<file path="src/sv/t2ms_pkg.sv">
package t2ms_pkg;

    localparam int MS_W  = 55;
    localparam int TOD_W = 27;

    // divide-by-1000 step: estimate = (n * RECIP_MS) >> 32, low by at most one
    localparam logic [9:0]  US_PER_MS = 10'd1000;
    localparam logic [22:0] RECIP_MS  = 23'd4294967;

    // 86400000 = 84375 * 2^10, so ms mod day = ((ms >> 10) mod 84375) * 2^10 + ms[9:0]
    localparam logic [26:0] MS_PER_DAY = 27'd86400000;
    localparam logic [16:0] DAY_DIV    = 17'd84375;
    localparam logic [15:0] RECIP_DAY  = 16'd50903;
    localparam int          DAY_SHIFT  = 10;

    typedef struct packed {
        logic [31:0] upper_first;
        logic [31:0] lower_word;
        logic [31:0] upper_second;
    } t_in_item;

    typedef struct packed {
        logic             status;
        logic [MS_W-1:0]  ms_since_epoch;
        logic [TOD_W-1:0] ms_since_midnight;
    } t_out_item;

    // divider -> day modulo
    typedef struct packed {
        logic            torn;
        logic [MS_W-1:0] ms;
    } t_ms_item;

    // day modulo -> time-of-day stage
    typedef struct packed {
        logic             torn;
        logic [MS_W-1:0]  ms;
        logic [TOD_W-1:0] ms_mod_day;
    } t_day_item;

endpackage

</file>
<file path="src/sv/timestamp_to_ms_time_of_day_core.sv">
// Converts one three-part read of a 64-bit microsecond counter (upper word, lower
// word, upper word again) into milliseconds since the epoch and milliseconds since
// midnight. If the second upper word is higher the lower word is taken as zero; if
// it is lower the read is torn: status is 1, both time fields are 0 and the stored
// midnight is untouched. The count is divided by 1000 exactly (floor), and the time
// of day is measured from a stored midnight that moves to the last whole-day mark
// at or below the current time whenever the gap is a day or more, or negative.
// Midnight resets to 0. Throughput is one item per clock while the output is not
// stalled. The path is 11 register stages: three divide-by-1000 chunks (32/16/16
// bits) and two modulo-84375 steps, each a reciprocal-multiply stage plus a correction
// stage, then one time-of-day stage that owns the midnight register. The first stage
// loads on the input accept edge. Backpressure stalls only stages that are full, so
// bubbles are squeezed out while a result waits.
module timestamp_to_ms_time_of_day_core (
    input  logic                 i_clk,
    input  logic                 i_rst_n,
    input  logic                 i_in_valid,
    output logic                 o_in_ready,
    input  t2ms_pkg::t_in_item   i_in_item,
    output logic                 o_out_valid,
    input  logic                 i_out_ready,
    output t2ms_pkg::t_out_item  o_out_item
);

    // divider -> modulo
    logic                div_vld, div_rdy;
    t2ms_pkg::t_ms_item  div_item;
    // modulo -> time of day
    logic                mod_vld, mod_rdy;
    t2ms_pkg::t_day_item mod_item;

    // count / 1000
    t2ms_ms_div u_div (
        .i_clk   (i_clk),
        .i_rst_n (i_rst_n),
        .i_valid (i_in_valid),
        .o_ready (o_in_ready),
        .i_item  (i_in_item),
        .o_valid (div_vld),
        .i_ready (div_rdy),
        .o_item  (div_item)
    );

    // ms mod one day, for resyncing midnight
    t2ms_day_mod u_mod (
        .i_clk   (i_clk),
        .i_rst_n (i_rst_n),
        .i_valid (div_vld),
        .o_ready (div_rdy),
        .i_item  (div_item),
        .o_valid (mod_vld),
        .i_ready (mod_rdy),
        .o_item  (mod_item)
    );

    // gap check, midnight update, output register
    t2ms_tod u_tod (
        .i_clk   (i_clk),
        .i_rst_n (i_rst_n),
        .i_valid (mod_vld),
        .o_ready (mod_rdy),
        .i_item  (mod_item),
        .o_valid (o_out_valid),
        .i_ready (i_out_ready),
        .o_item  (o_out_item)
    );

endmodule

</file>
<file path="src/sv/t2ms_ms_div.sv">
// Counter / 1000 as long division in 32/16/16-bit chunks.
// Each chunk: multiply stage (reciprocal estimate), then correction stage.
module t2ms_ms_div (
    input  logic                i_clk,
    input  logic                i_rst_n,
    input  logic                i_valid,
    output logic                o_ready,
    input  t2ms_pkg::t_in_item  i_item,
    output logic                o_valid,
    input  logic                i_ready,
    output t2ms_pkg::t_ms_item  o_item
);

    typedef struct packed {
        logic [22:0] q;
        logic [9:0]  r;
    } t_qr;

    function automatic logic [22:0] f_est (input logic [31:0] n);
        logic [54:0] p;
        p = 55'(n) * 55'(t2ms_pkg::RECIP_MS);
        return p[54:32];
    endfunction

    function automatic t_qr f_fix (input logic [31:0] n, input logic [22:0] est);
        logic [31:0] back;
        logic [31:0] diff;
        t_qr         res;
        back = 32'(est) * 32'(t2ms_pkg::US_PER_MS);
        diff = n - back;   // below 2000
        if (diff[10:0] >= 11'(t2ms_pkg::US_PER_MS)) begin
            res.q = est + 23'd1;
            res.r = 10'(diff[10:0] - 11'(t2ms_pkg::US_PER_MS));
        end else begin
            res.q = est;
            res.r = diff[9:0];
        end
        return res;
    endfunction

    // stage A: upper word estimate
    logic        r_a_vld, r_a_torn;
    logic [31:0] r_a_lo, r_a_n;
    logic [22:0] r_a_est;
    // stage B: upper word quotient and remainder
    logic        r_b_vld, r_b_torn;
    logic [31:0] r_b_lo;
    t_qr         r_b_qr;
    // stage C: middle chunk estimate
    logic        r_c_vld, r_c_torn;
    logic [15:0] r_c_lo;
    logic [22:0] r_c_qh, r_c_est;
    logic [31:0] r_c_n;
    // stage D: middle chunk fixed
    logic        r_d_vld, r_d_torn;
    logic [15:0] r_d_lo;
    logic [22:0] r_d_qh;
    t_qr         r_d_qr;
    // stage E: low chunk estimate
    logic        r_e_vld, r_e_torn;
    logic [22:0] r_e_qh, r_e_est;
    logic [15:0] r_e_qm;
    logic [31:0] r_e_n;
    // stage F: result
    logic                       r_f_vld, r_f_torn;
    logic [t2ms_pkg::MS_W-1:0]  r_f_ms;

    logic rdy_a, rdy_b, rdy_c, rdy_d, rdy_e, rdy_f;
    t_qr  fix_b, fix_d, fix_f;
    logic [31:0] n_c_n, n_e_n;

    assign rdy_f = !r_f_vld || i_ready;
    assign rdy_e = !r_e_vld || rdy_f;
    assign rdy_d = !r_d_vld || rdy_e;
    assign rdy_c = !r_c_vld || rdy_d;
    assign rdy_b = !r_b_vld || rdy_c;
    assign rdy_a = !r_a_vld || rdy_b;
    assign o_ready = rdy_a;

    always_comb begin
        fix_b = f_fix(r_a_n, r_a_est);
        n_c_n = {6'd0, r_b_qr.r, r_b_lo[31:16]};
        fix_d = f_fix(r_c_n, r_c_est);
        n_e_n = {6'd0, r_d_qr.r, r_d_lo};
        fix_f = f_fix(r_e_n, r_e_est);
    end

    always_ff @(posedge i_clk) begin
        if (!i_rst_n) begin
            r_a_vld <= 1'b0;
            r_b_vld <= 1'b0;
            r_c_vld <= 1'b0;
            r_d_vld <= 1'b0;
            r_e_vld <= 1'b0;
            r_f_vld <= 1'b0;
        end else begin
            if (rdy_a) r_a_vld <= i_valid;
            if (rdy_b) r_b_vld <= r_a_vld;
            if (rdy_c) r_c_vld <= r_b_vld;
            if (rdy_d) r_d_vld <= r_c_vld;
            if (rdy_e) r_e_vld <= r_d_vld;
            if (rdy_f) r_f_vld <= r_e_vld;
        end
    end

    always_ff @(posedge i_clk) begin
        if (rdy_a && i_valid) begin
            r_a_torn <= i_item.upper_second < i_item.upper_first;
            // upper word rolled: lower word counts as zero
            r_a_lo   <= (i_item.upper_second > i_item.upper_first) ? 32'd0 : i_item.lower_word;
            r_a_n    <= i_item.upper_second;
            r_a_est  <= f_est(i_item.upper_second);
        end
        if (rdy_b && r_a_vld) begin
            r_b_torn <= r_a_torn;
            r_b_lo   <= r_a_lo;
            r_b_qr   <= fix_b;
        end
        if (rdy_c && r_b_vld) begin
            r_c_torn <= r_b_torn;
            r_c_lo   <= r_b_lo[15:0];
            r_c_qh   <= r_b_qr.q;
            r_c_n    <= n_c_n;
            r_c_est  <= f_est(n_c_n);
        end
        if (rdy_d && r_c_vld) begin
            r_d_torn <= r_c_torn;
            r_d_lo   <= r_c_lo;
            r_d_qh   <= r_c_qh;
            r_d_qr   <= fix_d;
        end
        if (rdy_e && r_d_vld) begin
            r_e_torn <= r_d_torn;
            r_e_qh   <= r_d_qh;
            r_e_qm   <= r_d_qr.q[15:0];
            r_e_n    <= n_e_n;
            r_e_est  <= f_est(n_e_n);
        end
        if (rdy_f && r_e_vld) begin
            r_f_torn <= r_e_torn;
            r_f_ms   <= {r_e_qh, r_e_qm, fix_f.q[15:0]};
        end
    end

    assign o_valid     = r_f_vld;
    assign o_item.torn = r_f_torn;
    assign o_item.ms   = r_f_ms;

endmodule

</file>
<file path="src/sv/t2ms_day_mod.sv">
// ms mod 86400000: (ms >> 10) mod 84375 in 15-bit chunks, then low 10 bits appended.
module t2ms_day_mod (
    input  logic                i_clk,
    input  logic                i_rst_n,
    input  logic                i_valid,
    output logic                o_ready,
    input  t2ms_pkg::t_ms_item  i_item,
    output logic                o_valid,
    input  logic                i_ready,
    output t2ms_pkg::t_day_item o_item
);

    localparam int MW = t2ms_pkg::MS_W;

    function automatic logic [15:0] f_est (input logic [31:0] n);
        logic [47:0] p;
        p = 48'(n) * 48'(t2ms_pkg::RECIP_DAY);
        return p[47:32];
    endfunction

    function automatic logic [16:0] f_rem (input logic [31:0] n, input logic [15:0] est);
        logic [31:0] back;
        logic [31:0] diff;
        back = 32'(est) * 32'(t2ms_pkg::DAY_DIV);
        diff = n - back;   // below twice the divisor
        if (diff[17:0] >= 18'(t2ms_pkg::DAY_DIV)) begin
            return 17'(diff[17:0] - 18'(t2ms_pkg::DAY_DIV));
        end
        return diff[16:0];
    endfunction

    logic          r_a_vld, r_b_vld, r_c_vld, r_d_vld;
    logic          r_a_torn, r_b_torn, r_c_torn, r_d_torn;
    logic [MW-1:0] r_a_ms, r_b_ms, r_c_ms, r_d_ms;
    logic [31:0]   r_a_n, r_c_n;
    logic [15:0]   r_a_est, r_c_est;
    logic [16:0]   r_b_rem, r_d_rem;

    logic        rdy_a, rdy_b, rdy_c, rdy_d;
    logic [31:0] n_a_n, n_c_n;

    assign rdy_d = !r_d_vld || i_ready;
    assign rdy_c = !r_c_vld || rdy_d;
    assign rdy_b = !r_b_vld || rdy_c;
    assign rdy_a = !r_a_vld || rdy_b;
    assign o_ready = rdy_a;

    // top 15-bit chunk is already below the divisor
    assign n_a_n = {2'd0, i_item.ms[54:40], i_item.ms[39:25]};
    assign n_c_n = {r_b_rem, r_b_ms[24:10]};

    always_ff @(posedge i_clk) begin
        if (!i_rst_n) begin
            r_a_vld <= 1'b0;
            r_b_vld <= 1'b0;
            r_c_vld <= 1'b0;
            r_d_vld <= 1'b0;
        end else begin
            if (rdy_a) r_a_vld <= i_valid;
            if (rdy_b) r_b_vld <= r_a_vld;
            if (rdy_c) r_c_vld <= r_b_vld;
            if (rdy_d) r_d_vld <= r_c_vld;
        end
    end

    always_ff @(posedge i_clk) begin
        if (rdy_a && i_valid) begin
            r_a_torn <= i_item.torn;
            r_a_ms   <= i_item.ms;
            r_a_n    <= n_a_n;
            r_a_est  <= f_est(n_a_n);
        end
        if (rdy_b && r_a_vld) begin
            r_b_torn <= r_a_torn;
            r_b_ms   <= r_a_ms;
            r_b_rem  <= f_rem(r_a_n, r_a_est);
        end
        if (rdy_c && r_b_vld) begin
            r_c_torn <= r_b_torn;
            r_c_ms   <= r_b_ms;
            r_c_n    <= n_c_n;
            r_c_est  <= f_est(n_c_n);
        end
        if (rdy_d && r_c_vld) begin
            r_d_torn <= r_c_torn;
            r_d_ms   <= r_c_ms;
            r_d_rem  <= f_rem(r_c_n, r_c_est);
        end
    end

    assign o_valid           = r_d_vld;
    assign o_item.torn       = r_d_torn;
    assign o_item.ms         = r_d_ms;
    assign o_item.ms_mod_day = {r_d_rem, r_d_ms[t2ms_pkg::DAY_SHIFT-1:0]};

endmodule

</file>
<file path="src/sv/t2ms_tod.sv">
// Midnight tracking and result register.
module t2ms_tod (
    input  logic                 i_clk,
    input  logic                 i_rst_n,
    input  logic                 i_valid,
    output logic                 o_ready,
    input  t2ms_pkg::t_day_item  i_item,
    output logic                 o_valid,
    input  logic                 i_ready,
    output t2ms_pkg::t_out_item  o_item
);

    localparam int MW = t2ms_pkg::MS_W;
    localparam int TW = t2ms_pkg::TOD_W;

    logic                 r_vld;
    logic [MW-1:0]        r_midnight;
    t2ms_pkg::t_out_item  r_out;

    logic          adv;
    logic [MW:0]   gap;
    logic          in_day;
    logic [TW-1:0] tod;

    assign adv     = !r_vld || i_ready;
    assign o_ready = adv;

    always_comb begin
        gap    = {1'b0, i_item.ms} - {1'b0, r_midnight};
        // midnight above current time wraps to a huge gap
        in_day = !gap[MW] && (gap[MW-1:0] < MW'(t2ms_pkg::MS_PER_DAY));
        tod    = in_day ? gap[TW-1:0] : i_item.ms_mod_day;
    end

    always_ff @(posedge i_clk) begin
        if (!i_rst_n) begin
            r_vld      <= 1'b0;
            r_midnight <= '0;
        end else begin
            if (adv) r_vld <= i_valid;
            if (adv && i_valid && !i_item.torn && !in_day) begin
                r_midnight <= i_item.ms - MW'(i_item.ms_mod_day);
            end
        end
    end

    always_ff @(posedge i_clk) begin
        if (adv && i_valid) begin
            r_out.status            <= i_item.torn;
            r_out.ms_since_epoch    <= i_item.torn ? '0 : i_item.ms;
            r_out.ms_since_midnight <= i_item.torn ? '0 : tod;
        end
    end

    assign o_valid = r_vld;
    assign o_item  = r_out;

endmodule

</file>
<file path="config.mk">
export PLATFORM = sky130hd
export DESIGN_NAME = timestamp_to_ms_time_of_day_core
export DESIGN_NICKNAME = d
export VERILOG_FILES = /design/src/sv/t2ms_pkg.sv /design/src/sv/timestamp_to_ms_time_of_day_core.sv /design/src/sv/t2ms_ms_div.sv /design/src/sv/t2ms_day_mod.sv /design/src/sv/t2ms_tod.sv
export SDC_FILE = /design/constraint.sdc
export NUM_CORES = 2
export LEC_CHECK = 0
export BUFFER_PORTS_ARGS = -buffer_cell sky130_fd_sc_hd__buf_2
export CORE_ASPECT_RATIO = 0.9
export CORE_UTILIZATION = 59
export DETAILED_ROUTE_END_ITERATION = 8
export PLACE_DENSITY = 0.79
export SYNTH_ARGS = -nofsm -noshare
export SYNTH_HDL_FRONTEND = slang
export SYNTH_SLANG_ARGS = --single-unit
</file>
<file path="constraint.sdc">
create_clock -name i_clk -period 7.6 [get_ports i_clk]
set_input_delay 0.76 -clock i_clk [delete_from_list [all_inputs] [get_ports i_clk]]
set_output_delay 0.76 -clock i_clk [all_outputs]
set_load 0.005 [all_outputs]
</file>
Word-level counts from Yosys, hierarchy flattened
Index checks and enable logic that the tools add are counted.
{"block": "word_totals", "out_inout_bits": 85, "input_bits": 100, "wordCells": 138, "reg_bits": 866}
{"block": "op_classes", "n_mul": 10, "n_addsub": 15, "magnitude_cmp": 8, "muxes": 12, "n_reduce_logical": 39}
{"op": "$mul 26x23->49 const B", "n": 2}
{"op": "$mux 17", "n": 4}
{"op": "$sub 55x55->56", "n": 1}
{"op": "$lt 55x27->1 const B", "n": 1}
{"op": "$mul 32x23->55 const B", "n": 1}
{"op": "$sub 55x27->55", "n": 1}
{"op": "$mux 26", "n": 2}
{"op": "$mul 32x16->48 const B", "n": 1}
{"op": "$mul 30x16->46 const B", "n": 1}
{"op": "$ge 18x17->1 const B", "n": 2}
{"op": "$mul 16x17->18 const B", "n": 2}
{"op": "$sub 18x18->18", "n": 2}
{"op": "$mul 17x7->8 const B", "n": 2}
{"op": "$sub 17x17->17 const B", "n": 2}
{"op": "$ge 11x10->1 const B", "n": 3}
{"op": "$mux 33", "n": 1}
{"op": "$sub 11x11->11", "n": 3}
{"op": "$add 16x1->16 const B", "n": 2}
{"op": "$gt 32x32->1", "n": 1}
{"op": "$lt 32x32->1", "n": 1}
{"op": "$sub 10x10->10 const B", "n": 3}
{"op": "$mux 27", "n": 1}
{"op": "$add 23x1->23 const B", "n": 1}
{"op": "$mul 23x7->8 const B", "n": 1}
{"op": "other kinds (4)", "n": 43}

Depth between registers and ports, before layout
{"block": "logic_depth", "ltp_word": 13, "mapped_depth": 25, "depth_no_buf": 25}

Modules after synthesis
Synthesis repeated with hierarchy kept, for this count alone.
{"block": "hier_totals", "cells_unflattened": 8410, "area_unflattened_um2": 91884.4}
{"mod": "t2ms_ms_div", "cells_per_inst": 4103, "area_per_inst_um2": 45608.7, "n_inst": 1}
{"mod": "t2ms_day_mod", "cells_per_inst": 2945, "area_per_inst_um2": 34928.5, "n_inst": 1}
{"mod": "t2ms_tod", "cells_per_inst": 1362, "area_per_inst_um2": 11347.1, "n_inst": 1}

Worst setup path before layout
OpenSTA, ideal clock, no wires.
{"block": "synth_timing", "path_type": "input port to flip-flop", "from": "input port i_out_ready", "to": "register u_div.r_c_est[0] (enable)", "cell_stages": 6, "path_slack_ns": 0.468, "arrival_ns": 6.537, "t_required_ns": 7.005, "setup_time_ns": 0.595, "path_buffers": 0, "cell_sequence": "nor2b_1 -> and3_1 -> and3_1 -> and2_1 -> and3_1 -> a21boi_0"}
{"block": "synth_between", "elab_chain_cells": 10}
{"element": "from (decl)", "line": "timestamp_to_ms_time_of_day_core.sv:21", "rtl": "input logic i_out_ready,"}
{"element": "$logic_or 1x1->1", "line": "t2ms_tod.sv:25", "rtl": "assign adv = !r_vld || i_ready;"}
{"element": "$logic_or 1x1->1", "line": "t2ms_day_mod.sv:42", "rtl": "assign rdy_d = !r_d_vld || i_ready;"}
{"element": "$logic_or 1x1->1", "line": "t2ms_day_mod.sv:43", "rtl": "assign rdy_c = !r_c_vld || rdy_d;"}
{"element": "$logic_or 1x1->1", "line": "t2ms_day_mod.sv:44", "rtl": "assign rdy_b = !r_b_vld || rdy_c;"}
{"element": "$logic_or 1x1->1", "line": "t2ms_day_mod.sv:45", "rtl": "assign rdy_a = !r_a_vld || rdy_b;"}
{"element": "$logic_or 1x1->1", "line": "t2ms_ms_div.sv:72", "rtl": "assign rdy_f = !r_f_vld || i_ready;"}
{"element": "$logic_or 1x1->1", "line": "t2ms_ms_div.sv:73", "rtl": "assign rdy_e = !r_e_vld || rdy_f;"}
{"element": "$logic_or 1x1->1", "line": "t2ms_ms_div.sv:74", "rtl": "assign rdy_d = !r_d_vld || rdy_e;"}
{"element": "$logic_or 1x1->1", "line": "t2ms_ms_div.sv:75", "rtl": "assign rdy_c = !r_c_vld || rdy_d;"}
{"element": "$logic_and 1x1->1", "line": "t2ms_ms_div.sv:119", "rtl": "if (rdy_c && r_b_vld) begin"}
{"element": "to (signal assigned)", "line": "t2ms_ms_div.sv:124", "rtl": "r_c_est <= f_est(n_c_n);"}
{"element": "to (decl)", "line": "t2ms_ms_div.sv:52", "rtl": "logic [22:0] r_c_qh, r_c_est;"}
Every way passes these cells.
A chain may end at the register's enable or synchronous reset.

Worst setup path in the final report
{"block": "layout_timing", "from": "register u_div.r_d_qr (netlist bit u_div.n_e_n[17])", "to": "register u_div.r_e_est[15], data pin"}
{"block": "layout_between", "elab_chain_cells": 1}
{"element": "from (decl)", "line": "t2ms_ms_div.sv:58", "rtl": "t_qr r_d_qr;"}
{"element": "from (signal assigned)", "line": "t2ms_ms_div.sv:130", "rtl": "r_d_qr <= fix_d;"}
{"element": "$mul 26x23->49", "line": "t2ms_ms_div.sv:21", "rtl": "p = 55'(n) * 55'(t2ms_pkg::RECIP_MS);"}
{"element": "to (signal assigned)", "line": "t2ms_ms_div.sv:137", "rtl": "r_e_est <= f_est(n_e_n);"}
{"element": "to (decl)", "line": "t2ms_ms_div.sv:61", "rtl": "logic [22:0] r_e_qh, r_e_est;"}
Every way passes these cells.

==> impl_metrics.env <==
export IMPL_status="finished clean"
export IMPL_h_tree_depth=3
export IMPL_critPathKind="register to register"
export IMPL_cp_max_fo=9
export IMPL_r2r_end="u_div.r_e_est[15]$_DFFE_PP_"
export IMPL_r2r_cells=25
export IMPL_synthMuxAreaShare=0.007248
export IMPL_cpMostUsedCell="inv_1"
export IMPL_netlist_area_leader_share=0.2520
export IMPL_post_route_period_util=0.9415
export IMPL_critPathRequiredTime_ns=8.05
export IMPL_ys_warn_count=0
export IMPL_cts_sinks=815
export IMPL_hp_start="i_in_valid"
export IMPL_finalNetCount=11402
export IMPL_drtAntennaViolNets=0
export IMPL_drtIter0Drc=3701
export IMPL_first_pass_iters=7
export IMPL_cp_end_kind="register"
export IMPL_ys_ff_latch=815
export IMPL_synthCells=8281
export IMPL_syn_nets=11121
export IMPL_synthFlopType="edfxtp_1"
export IMPL_dp_worst_setup_slack_ns=0.2399
export IMPL_path_buf_inv=6
export IMPL_seq_area_frac_synth=0.2644
export IMPL_numCtsBuffers=84
export IMPL_synth_compound_area_frac=0.06703
export IMPL_syn_area_sq_um=90450
export IMPL_cts_tree="yes"
export IMPL_synthAdderAreaFrac=0.4735
export IMPL_drc=0
export IMPL_maxSlewViolCount=0
export IMPL_min_to="u_div.r_a_vld$_SDFFE_PN0N_"
export IMPL_clkSlewWorstSetupHoldPaths_ns=0.07
export IMPL_finalSetupTns_ns=0
export IMPL_antenna_found_initial=1
export IMPL_syn_avg_cell_area_sq_um=10.92
export IMPL_holdBufCountCts=0
export IMPL_n_antenna_cell=0
export IMPL_areaGrowthSynthToFinish_pct=7.327
export IMPL_finalHoldViolCount=0
export IMPL_gr_total_overflow=0
export IMPL_cap_violations=0
export IMPL_ys_top_cells_by_area="edfxtp_1, fa_1, ha_1"
export IMPL_critPathLaunch="u_div.n_e_n[17]$_DFFE_PP_"
export IMPL_clk_latency_ns=0.70
export IMPL_yosysUniqueCellTypes=90
export IMPL_ios=185
export IMPL_dieWidth_um=414.7
export IMPL_wl_per_cell_um=19.40
export IMPL_fin_area_sq_um=97080
export IMPL_critPathLaunchType="register"
export IMPL_worst_pin_slew_ns=1.070
export IMPL_grt_pass1_wl_um=334800
export IMPL_row_count=135
export IMPL_core_area_sq_um=151300
export IMPL_via_per_inst=5.476
export IMPL_cp_slowest_cell="edfxtp_1"
export IMPL_clock_root_buffer="clkbuf_16"
export IMPL_start_util=0.5976
export IMPL_num_vias=58132
export IMPL_crit_family="adder cells"
export IMPL_design_die_area_sq_um=154900
export IMPL_routed_wl_um=206000
export IMPL_min_path_cells=3
export IMPL_fmax_ghz=0.1398
export IMPL_synth_xor_xnor_area_share=0.02940
export IMPL_yosys_area_share_simple=0.05558
export IMPL_dpl_cell_area_sq_um=94330
export IMPL_io_buffer_count=184
export IMPL_setup_ws_ns=0.4447
export IMPL_die_h_um=373.5
export IMPL_layout_common_cells="inv_1, ha_1, fa_1"
export IMPL_synth_top_family_by_area="adder cells"
export IMPL_finalCriticalPeriod_ns=7.155
export IMPL_yosys_area_top_type="edfxtp_1"
export IMPL_rrSetupSlack_ns=0.44
export IMPL_critPathMaxStageDelay_ns=0.64
export IMPL_synth_edff_count=759
export IMPL_drive_gt1_frac=0.05585
export IMPL_grt_pass1_vias=63145
export IMPL_finalSetupViolations=0
export IMPL_grt_usage=0.2735
export IMPL_hp_class="input pin to register"
export IMPL_async_reset_ff_frac=0
export IMPL_grt_max_degree=84
export IMPL_rsz0062_at_grt="false"
export IMPL_fin_util=0.6414
export IMPL_slew_headroom=0.2866
export IMPL_clk_path_buf_depth=3
export IMPL_r2r_start="u_div.n_e_n[17]$_DFFE_PP_"
export IMPL_mostFrequentLayoutCell="inv_1"
export IMPL_gp_congestion=0.9576
export IMPL_dp_hpwl_um=171000
export IMPL_critPathArrivalTime_ns=7.60
export IMPL_finClkSkew_ns=0.02827
## per-layer routing
layer  GRT usage  share of wire  up-vias
met5           0              0        -
met4     0.09581          0.037        0
met3     0.02886          0.045      400
met2      0.4752           0.49     1566
met1      0.3561           0.42    28860
li1            -              -    27306
## sequential cells by signal, summed over array words and instances, names as in the netlist, 17 cells and up
register and cells:
u_div.r_e_qh 23, u_div.r_f_ms 55, u_mod.r_d_rem 17, u_mod.r_c_ms 40, u_mod.r_c_n 18, u_div.r_c_qh 23, u_mod.r_b_rem 17, u_tod.r_midnight 45
u_div.r_a_est 23, u_mod.r_d_ms 55, u_div.r_b_lo 32, u_div.r_a_lo 32, u_mod.r_a_ms 55, u_div.r_d_qh 23, u_mod.r_b_ms 55, u_div.r_b_qr 23
u_tod.o_item 82
## worst max-delay path by stage
stage / end / depth (start not counted)
floorplan: u_div.r_c_est[0]$_DFFE_PP_ / 6
global placement: u_div.r_a_est[16]$_DFFE_PP_ / 27
detailed placement: u_div.r_a_est[16]$_DFFE_PP_ / 27
CTS: u_mod.r_c_est[15]$_DFFE_PP_ / 19
global route: u_div.r_e_est[15]$_DFFE_PP_ / 23
finish: u_div.r_e_est[15]$_DFFE_PP_ / 25
## layout make-up
| type | instances | area [sq um] |
|---|---|---|
| clock buffer | 97 | 2203 |
| clock inverter | 57 | 539.3 |
| fill | 11512 | 54270 |
| inverter | 2379 | 8930 |
| multi-input combinational | 5002 | 57370 |
| sequential | 815 | 23910 |
| tap | 1986 | 2485 |
| timing repair buffer | 280 | 1642 |
## synthesized netlist by cell type (all sizes together), types with 15 or more instances
| cell | instances |
|---|---|
| inv | 2379 |
| o211ai | 32 |
| a211oi | 39 |
| edfxtp | 759 |
| nand2 | 219 |
| xnor2 | 200 |
| nand4 | 53 |
| o21a | 57 |
| and3 | 30 |
| nand3 | 93 |
| fa | 1138 |
| xor2 | 101 |
| or3 | 37 |
| buf | 19 |
| nand3b | 17 |
| and2 | 26 |
| a21boi | 45 |
| a211o | 16 |
| dfxtp | 56 |
| nand2b | 41 |
| nor2b | 99 |
| a21oi | 236 |
| ha | 1602 |
| a21o | 122 |
| o21ai | 169 |
| clkbuf | 66 |
| nor2 | 214 |
| mux2i | 52 |
| nor4 | 22 |
| nor3 | 66 |
| o21bai | 22 |
| a2111oi | 15 |
| a31oi | 18 |
## what timing repair did
item                                    in CTS  in global routing
gates resized for setup                      0                  1
buffers inserted                             0                  0
endpoints found under the setup margin       0                  1
## worst reg2reg max path, stage by stage, from the launching register on
cell,delay [ns]
edfxtp_1,0.64
ha_1,0.41
inv_1,0.07
fa_1,0.53
inv_1,0.05
ha_1,0.27
inv_1,0.06
fa_1,0.51
inv_1,0.06
fa_1,0.50
inv_1,0.06
fa_1,0.53
inv_1,0.05
fa_1,0.41
ha_1,0.32
a21o_1,0.17
a21o_1,0.17
a21oi_1,0.13
o21ai_0,0.18
o21bai_1,0.29
a21boi_0,0.25
o21ai_0,0.22
a211oi_1,0.48
o21ai_0,0.23
a21oi_1,0.23
xnor2_1,0.09
## cell families (layout without fill, tap and decap cells)
| kind of cell | after synthesis | in the layout |
|---|---|---|
| adder cells (fa/ha/maj) | 2740 | 2740 |
| buffers and inverters | 2464 | 2813 |
| AND/OR/NAND/NOR | 984 | 984 |
| AO/OA/AOI/OAI | 910 | 910 |
| flip-flops | 815 | 815 |
| XOR/XNOR | 302 | 302 |
| multiplexers | 64 | 64 |
| other | 2 | 2 |
## stage by stage
step	instances	hold slack, ns
after floorplan	8281	0.4003
after global placement	10462	0.4002
after detailed placement	10462	0.4045
after CTS	10616	0.3583
after global routing	10616	0.3951
final	10616	0.3944
Power is not shown: default switching activity piles up to over one toggle a cycle in this logic, so the estimate is an artifact.
